## config.mk

```make
export PLATFORM = sky130hd
export DESIGN_NAME = infix_to_prefix_converter
export DESIGN_NICKNAME = d
export VERILOG_FILES = /design/src/rtl/core/itp_pkg.sv /design/src/rtl/core/itp_front.sv /design/src/rtl/core/itp_back.sv /design/src/rtl/core/infix_to_prefix_converter.sv
export SDC_FILE = /design/constraint.sdc
export NUM_CORES = 1
export LEC_CHECK = 0
export ABC_AREA = 1
export BUFFER_PORTS_ARGS = -buffer_cell sky130_fd_sc_hd__buf_2
export CAP_MARGIN = 40
export CORE_UTILIZATION = 57
export DETAILED_ROUTE_END_ITERATION = 8
export HOLD_SLACK_MARGIN = 0.05
export PLACE_DENSITY = 0.76
export SLEW_MARGIN = 20
export SYNTH_ARGS = -nofsm -noshare
export SYNTH_HDL_FRONTEND = slang
export SYNTH_HIERARCHICAL = 1
export SYNTH_SLANG_ARGS = --single-unit
export TNS_END_PERCENT = 50
```

## constraint.sdc

```tcl
create_clock -name clk -period 3.75 [get_ports clk]
set_input_delay 0.75 -clock clk [delete_from_list [all_inputs] [get_ports clk]]
set_output_delay 0.75 -clock clk [all_outputs]
set_load 0.005 [all_outputs]
```

## src/rtl/core/itp_pkg.sv

```systemverilog
// itp_pkg: shared types and symbol constants for the infix-to-prefix converter.
// No dependencies.
package itp_pkg;

  localparam logic [7:0] SymCaret  = 8'h5E;
  localparam logic [7:0] SymStar   = 8'h2A;
  localparam logic [7:0] SymSlash  = 8'h2F;
  localparam logic [7:0] SymPlus   = 8'h2B;
  localparam logic [7:0] SymMinus  = 8'h2D;
  localparam logic [7:0] SymLParen = 8'h28;
  localparam logic [7:0] SymRParen = 8'h29;

  // entry handed from front to back
  typedef struct packed {
    logic [7:0] symbol;
    logic       last;
    logic       keep;   // byte fits in the buffer
  } itp_entry_t;

  // FETCH reads the buffer, SCAN classifies, POP/POPF reload the stack top
  typedef enum logic [3:0] {
    ST_LOAD, ST_FETCH, ST_SCAN, ST_POP, ST_POPF, ST_DRAIN, ST_READ, ST_EMIT, ST_EMPTY
  } itp_state_t;

  function automatic logic is_op(input logic [7:0] c);
    return c == SymCaret || c == SymStar || c == SymSlash ||
           c == SymPlus || c == SymMinus;
  endfunction

  function automatic logic binds_tighter(input logic [7:0] top, input logic [7:0] cur);
    logic lo;
    lo = (cur == SymPlus) || (cur == SymMinus);
    if (top == SymCaret) return lo || cur == SymStar || cur == SymSlash;
    if (top == SymStar || top == SymSlash) return lo;
    return 1'b0;
  endfunction

endpackage

```

## src/rtl/core/itp_front.sv

```systemverilog
// itp_front: accepts input beats, tracks buffer fill, queues entries.
// Depends on itp_pkg.
module itp_front #(
  parameter int MAX_LEN = 32
) (
  input  logic              clk,
  input  logic              rst,
  input  logic [7:0]        symbol,
  input  logic              last,
  input  logic              in_valid,
  output logic              in_ready,
  output itp_pkg::itp_entry_t q_data,
  output logic              q_valid,
  input  logic              q_ready
);
  localparam int CW = $clog2(MAX_LEN + 1);
  logic [CW-1:0] fill;
  logic [CW-1:0] fill_next;
  logic          busy;   // a run is in the back part

  // one-entry queue
  always_comb in_ready = !q_valid && !busy;

  always_comb begin
    fill_next = fill;
    if (in_valid && in_ready) begin
      if (last) fill_next = '0;
      else if (fill < CW'(MAX_LEN)) fill_next = fill + 1'b1;
    end
  end

  always_ff @(posedge clk) begin
    if (rst) begin
      fill <= '0;
      q_valid <= 1'b0;
      busy <= 1'b0;
    end else begin
      fill <= fill_next;
      if (in_valid && in_ready) begin
        q_valid <= 1'b1;
        q_data.symbol <= symbol;
        q_data.last <= last;
        q_data.keep <= fill < CW'(MAX_LEN);
        if (last) busy <= 1'b1;
      end else if (q_ready) begin
        q_valid <= 1'b0;
      end
      // busy clears once the back is loading again and the queue is empty
      if (busy && q_ready && !q_valid) busy <= 1'b0;
    end
  end
endmodule

```

## src/rtl/core/itp_back.sv

```systemverilog
// itp_back: buffers the expression, runs the stack scan, emits the prefix.
// Depends on itp_pkg.
module itp_back #(
  parameter int MAX_LEN = 32
) (
  input  logic              clk,
  input  logic              rst,
  input  itp_pkg::itp_entry_t q_data,
  input  logic              q_valid,
  output logic              q_ready,
  output logic [7:0]        o_symbol,
  output logic              o_end,
  output logic              o_empty,
  output logic              o_ovf,
  output logic              o_valid,
  input  logic              o_ready
);
  localparam int AW = (MAX_LEN > 1) ? $clog2(MAX_LEN) : 1;
  localparam int CW = $clog2(MAX_LEN + 1);
  localparam int SW = $clog2(MAX_LEN + 2);

  logic [7:0] ibuf [MAX_LEN];
  logic [7:0] rbuf [MAX_LEN];
  logic [7:0] stk  [MAX_LEN+1];

  itp_pkg::itp_state_t state, state_next;
  logic [CW-1:0] icnt, pos, rcnt, k;
  logic [SW-1:0] sp;
  logic          ovf;
  logic          fin;    // start of text reached: only the final pop remains
  logic [7:0]    c, top, rd, cur;

  logic out_free, fire_out;
  logic room, pre_room, tighter, lp_pop;
  logic push_en, pop_en, pre_en;
  logic [7:0] push_val, pre_val;

  always_comb out_free = !o_valid || o_ready;
  always_comb q_ready = (state == itp_pkg::ST_LOAD);

  // at the start of text the scan behaves as if it read a '('
  always_comb cur = fin ? itp_pkg::SymLParen : c;

  always_comb begin
    room     = sp < SW'(MAX_LEN + 1);
    pre_room = rcnt < CW'(MAX_LEN);
    tighter  = (sp != '0) && itp_pkg::binds_tighter(top, cur);
    lp_pop   = (sp != '0) && (top != itp_pkg::SymRParen);
  end

  // next state
  always_comb begin
    state_next = state;
    unique case (state)
      itp_pkg::ST_LOAD:  if (q_valid && q_data.last) state_next = itp_pkg::ST_FETCH;
      itp_pkg::ST_FETCH: state_next = (sp == '0) ? itp_pkg::ST_DRAIN : itp_pkg::ST_SCAN;
      itp_pkg::ST_SCAN: begin
        if (cur == itp_pkg::SymRParen) state_next = itp_pkg::ST_FETCH;
        else if (itp_pkg::is_op(cur)) begin
          state_next = tighter ? itp_pkg::ST_POP : itp_pkg::ST_FETCH;
        end else if (cur == itp_pkg::SymLParen) begin
          if (lp_pop) state_next = itp_pkg::ST_POP;
          else if (fin) state_next = itp_pkg::ST_DRAIN;
          else state_next = itp_pkg::ST_POPF;
        end else state_next = itp_pkg::ST_FETCH;
      end
      itp_pkg::ST_POP:   state_next = itp_pkg::ST_SCAN;
      itp_pkg::ST_POPF:  state_next = itp_pkg::ST_FETCH;
      itp_pkg::ST_DRAIN: state_next = (rcnt == '0) ? itp_pkg::ST_EMPTY : itp_pkg::ST_READ;
      itp_pkg::ST_READ:  state_next = itp_pkg::ST_EMIT;
      itp_pkg::ST_EMIT: begin
        if (out_free) state_next = (k == CW'(1)) ? itp_pkg::ST_LOAD : itp_pkg::ST_READ;
      end
      itp_pkg::ST_EMPTY: if (out_free) state_next = itp_pkg::ST_LOAD;
      default:           state_next = itp_pkg::ST_LOAD;
    endcase
  end

  // per-state actions
  always_comb begin
    push_en  = 1'b0;
    push_val = itp_pkg::SymRParen;
    pop_en   = 1'b0;
    pre_en   = 1'b0;
    pre_val  = cur;
    fire_out = 1'b0;
    unique case (state)
      itp_pkg::ST_LOAD: push_en = q_valid && q_data.last;   // bottom marker
      itp_pkg::ST_SCAN: begin
        if (cur == itp_pkg::SymRParen) begin
          push_en = room;
        end else if (itp_pkg::is_op(cur)) begin
          if (tighter) begin
            pre_en = pre_room; pre_val = top; pop_en = 1'b1;
          end else begin
            push_en = room; push_val = cur;
          end
        end else if (cur == itp_pkg::SymLParen) begin
          if (lp_pop) begin
            pre_en = pre_room; pre_val = top; pop_en = 1'b1;
          end else begin
            pop_en = (sp != '0);   // drop the matching ')'
          end
        end else begin
          pre_en = pre_room;       // operand
        end
      end
      itp_pkg::ST_EMIT:  fire_out = out_free;
      itp_pkg::ST_EMPTY: fire_out = out_free;
      default:           fire_out = 1'b0;
    endcase
  end

  // buffers and stack; top mirrors stk[sp-1]
  always_ff @(posedge clk) begin
    if (q_valid && q_ready && q_data.keep) ibuf[icnt[AW-1:0]] <= q_data.symbol;
    if (state == itp_pkg::ST_FETCH) c <= ibuf[AW'(pos - 1'b1)];
    if (push_en) stk[sp] <= push_val;
    if (push_en) top <= push_val;
    else if ((state == itp_pkg::ST_POP || state == itp_pkg::ST_POPF) && sp != '0)
      top <= stk[sp - 1'b1];
    if (pre_en) rbuf[rcnt[AW-1:0]] <= pre_val;
    if (state == itp_pkg::ST_READ) rd <= rbuf[AW'(k - 1'b1)];
  end

  always_ff @(posedge clk) begin
    if (rst) begin
      state   <= itp_pkg::ST_LOAD;
      icnt    <= '0;
      pos     <= '0;
      rcnt    <= '0;
      k       <= '0;
      sp      <= '0;
      ovf     <= 1'b0;
      fin     <= 1'b0;
      o_valid <= 1'b0;
    end else begin
      state <= state_next;
      if (fire_out) o_valid <= 1'b1;
      else if (o_ready) o_valid <= 1'b0;
      if (state == itp_pkg::ST_LOAD && q_valid) begin
        if (q_data.keep) icnt <= icnt + 1'b1;
        else ovf <= 1'b1;
        if (q_data.last) begin
          pos  <= q_data.keep ? icnt + 1'b1 : icnt;
          sp   <= SW'(1);
          rcnt <= '0;
          fin  <= 1'b0;
        end
      end
      if (state == itp_pkg::ST_FETCH && sp != '0) begin
        if (pos == '0) fin <= 1'b1;
        else pos <= pos - 1'b1;
      end
      if (state == itp_pkg::ST_SCAN) begin
        if (push_en) sp <= sp + 1'b1;
        else if (pop_en) sp <= sp - 1'b1;
        if (pre_en) rcnt <= rcnt + 1'b1;
      end
      if (state == itp_pkg::ST_DRAIN) k <= rcnt;
      if (fire_out) begin
        o_symbol <= (state == itp_pkg::ST_EMPTY) ? 8'h00 : rd;
        o_end    <= (state == itp_pkg::ST_EMPTY) || (k == CW'(1));
        o_empty  <= (state == itp_pkg::ST_EMPTY);
        o_ovf    <= ovf;
        if (state == itp_pkg::ST_EMPTY || k == CW'(1)) begin
          icnt <= '0; pos <= '0; rcnt <= '0; sp <= '0; ovf <= 1'b0; fin <= 1'b0;
        end else begin
          k <= k - 1'b1;
        end
      end
    end
  end

  a_sp: assert property (@(posedge clk) disable iff (rst) sp <= SW'(MAX_LEN + 1))
    else $error("stack pointer out of range");
  a_rc: assert property (@(posedge clk) disable iff (rst) rcnt <= CW'(MAX_LEN))
    else $error("result count out of range");
  a_ic: assert property (@(posedge clk) disable iff (rst) icnt <= CW'(MAX_LEN))
    else $error("input count out of range");
  a_hold: assert property (@(posedge clk) disable iff (rst)
    (o_valid && !o_ready) |=> o_valid && $stable(o_symbol) && $stable(o_end) &&
                              $stable(o_empty) && $stable(o_ovf))
    else $error("output beat changed while stalled");
endmodule

```

## src/rtl/core/infix_to_prefix_converter.sv

```systemverilog
// infix_to_prefix_converter: top level joining the front and back parts.
// Depends on itp_pkg, itp_front, itp_back.
//
// Usage: send an infix expression on s_axis one byte per beat, tdata = symbol,
// tlast on the final byte. Bytes beyond MAX_LEN are dropped and flagged.
// After the last beat the back part scans the buffer from its end with an
// operator stack, then streams the prefix text on m_axis, one byte per beat,
// tlast on the final byte. tuser = {overflow, empty_res}; an empty result is
// a single beat with tdata 0 and empty_res set.
// The one-entry queue takes a new input beat only once the back part has
// taken the previous one. Once the back takes the last byte, the scan reads
// each byte from the buffer and classifies it, reloads the registered stack
// top after each stack pop and treats the start of the text as a '('; the
// output then starts and each result byte is read from the result buffer and
// registered on the output while m_axis_tready is high.
// s_axis stays stalled from the last beat until the final result is registered.
// Reset (rst, synchronous) clears counters and flags; buffers keep junk.
// When m_axis_tready is low the output beat holds and the back part waits.
module infix_to_prefix_converter #(
  parameter int MAX_LEN = 32
) (
  input  logic       clk,
  input  logic       rst,
  input  logic [7:0] s_axis_tdata,   // [7:0] symbol
  input  logic       s_axis_tlast,
  input  logic       s_axis_tvalid,
  output logic       s_axis_tready,
  output logic [7:0] m_axis_tdata,   // [7:0] symbol_out
  output logic       m_axis_tlast,
  output logic [1:0] m_axis_tuser,   // [0] empty_res, [1] overflow
  output logic       m_axis_tvalid,
  input  logic       m_axis_tready
);
  itp_pkg::itp_entry_t q_data;
  logic q_valid, q_ready;

  itp_front #(.MAX_LEN(MAX_LEN)) u_front (
    .clk, .rst, .symbol(s_axis_tdata), .last(s_axis_tlast),
    .in_valid(s_axis_tvalid), .in_ready(s_axis_tready),
    .q_data, .q_valid, .q_ready
  );

  itp_back #(.MAX_LEN(MAX_LEN)) u_back (
    .clk, .rst, .q_data, .q_valid, .q_ready,
    .o_symbol(m_axis_tdata), .o_end(m_axis_tlast),
    .o_empty(m_axis_tuser[0]), .o_ovf(m_axis_tuser[1]),
    .o_valid(m_axis_tvalid), .o_ready(m_axis_tready)
  );
endmodule
```

==> metrics <==
Synth top area share 69.0%; average vias per placed instance 6.09; count leader, synth edfxtp_1; post-CTS sizing 0; cts hold-fix bufs 0; antenna diode count 0; Final Skew 0.0232 ns; DR WL/cell 22.1 um; Distinct cells, synth 50; Area Overhead vs Synth 11.7%; CP max FO 48; sequential area share after synthesis 71.5%; routability congestion estimate 0.945; slew margin rel. 40.0%; row cnt 91; Slew @ Worst Pin 0.897 ns; Post-Syn Area per Cell 12.4 um^2; critical path arrival 3.50 ns; Post-DRT Antenna Nets 0; count of final setup violators 0; Num CTS Buffers 85; postcts setup bufs 0; min-delay worst type in2reg; Post-Route WL 85.9 mm; Syn Inst Count 2882; EDFF count, synth 821; Core Footprint 61800 um^2; DRC violations left 0; H-tree Lvls 3; largest cells by area after synthesis edfxtp_1, nor2_1, o21ai_0; CTS sink cnt 866; drt first pass iters 6; Tcrit/Tclk final 86.3%; Worst-Skew Late Latency 0.64 ns; I/O pins 26; Place WS 0.586 ns; count of pins over their slew limit 0; clock root buffer clkbuf_16; Hold Crit Depth 1; All-Layer GR Usage 26.9%; first-pass GRT wire length 130 mm; pin count of the biggest net entering global routing 77; area leader, netlist edfxtp_1; Final min period 3.24 ns; Initial DRC Count 2854; status completed; #FFs+latches synth 866; CTS tree built; async set or reset register ratio after synthesis 0%; top_reg_cell synth edfxtp_1; area of the mapped netlist 35700 um^2; CP Class reg2reg; die area 63700 um^2; clk slew on worst S/H paths 0.06 ns; Worst EP required 4.01 ns; fmax 309 MHz; Fin. Hold Viols 0; Max VDD drop 0.000472 V; fin nets 2999; initial antenna violation count 0; Leakage 13.8 nW; Detail Placement HPWL 53.9 mm; Die Y 252 um; max_cap viols 0; RSZ-0062 raised after global routing false; layout cell share with drive strength beyond 1 9.11%; r2r worst-path depth 9; vias in the first global route 22389; clk buf depth 3; starting density of the core 57.8%; worst setup margin 0.513 ns; # port buffers 25; crit path launch type flip-flop; CP Capture Type flip-flop; vias 23619; global route overflow 0; pwr/cell area 494 nW/um^2; synth cell count leaders edfxtp_1, nor2_1, o21ai_0, nand2_1, clkbuf_1; width of the die 252 um; Ys Warns 6; TNS Setup 0 ns
## critical path, cell delays in order (launching register included)
cell and delay, ns:
dfxtp_4 0.34, clkinv_2 0.07, buf_4 0.45, ha_1 0.32, nand3_1 0.13, a21oi_1 0.25
nand2_4 0.10, nand2_4 0.25, nand4_2 0.26, nor2_1 0.68
## stage by stage
step	total power [mW]	instance area, um^2	hold slack [ns]	std cells	utilization [%]
after floorplan	11.4	36000	0.409	2946	-
after global placement	11.7	37000	0.432	3705	59.9
after detailed placement	11.7	37200	0.432	3715	60.2
after CTS	19.8	39900	0.251	3871	64.5
after global routing	20.3	39900	0.261	3876	64.6
final	19.7	39900	0.279	3876	64.6
## placed cells by master (no fill, tap or decap), drive strengths merged, types with 66 or more instances in the layout
cell / instances
nor2: 681
o21ai: 337
edfxtp: 821
clkbuf: 109
conb: 66
buf: 102
o211ai: 80
inv: 106
nand3: 93
o32ai: 92
nand2: 212
## report_power, final
part / internal [mW] / switching (mW)
sequential: 10.6 / 0.0410
combinational: 0.277 / 0.665
clock: 4.61 / 3.54
total: 15.5 / 4.25
## sequential cells by signal, indices dropped and copies added, names as in the netlist, 8 cells and up
name / flops
u_back/top: 8
u_back/o_symbol: 8
u_front/q_data: 10
u_back/rbuf: 256
u_back/stk: 264
u_back/rd: 8
u_back/ibuf: 256
u_back/c: 8
## path summary, 6_finish.rpt
check	startpoint	endpoint	slack [ns]
setup reg to reg	u_back/sp[0]	u_back/stk[30][4]	0.51
hold reg to reg	u_back/ovf	u_back/o_ovf	0.44
hold / removal	s_axis_tdata[1]	u_front/q_data[3]	0.28
setup / recovery	u_back/sp[0]	u_back/stk[30][4]	0.51
## cells by family after synthesis
logic type	Yosys count	share of synthesized area (%)
multiplexers	62	1.76
AO/OA/AOI/OAI	624	11.0
AND/OR/NAND/NOR	1025	11.6
other	2	0.0210
adder cells (fa/ha/maj)	16	0.560
XOR/XNOR	15	0.452
buffers and inverters	272	3.07
flip-flops	866	71.5
## layout make-up
class,count,area [um^2]
tap,837,1050
clock inverter,47,418
sequential,866,25600
multi-input combinational,1808,9400
timing repair buffer,102,833
clock buffer,109,2250
fill,4400,21900
inverter,107,405
## routing by layer
layer / routed length, um / up-vias / global-route usage (%)
met5: 0 / - / 0
met1: 33800 / 11477 / 37.6
met3: 7910 / 176 / 3.80
met4: 2700 / 0 / 9.97
li1: - / 10671 / -
met2: 41400 / 1295 / 43.2
Note: power is estimated with default switching activity, not from simulation.
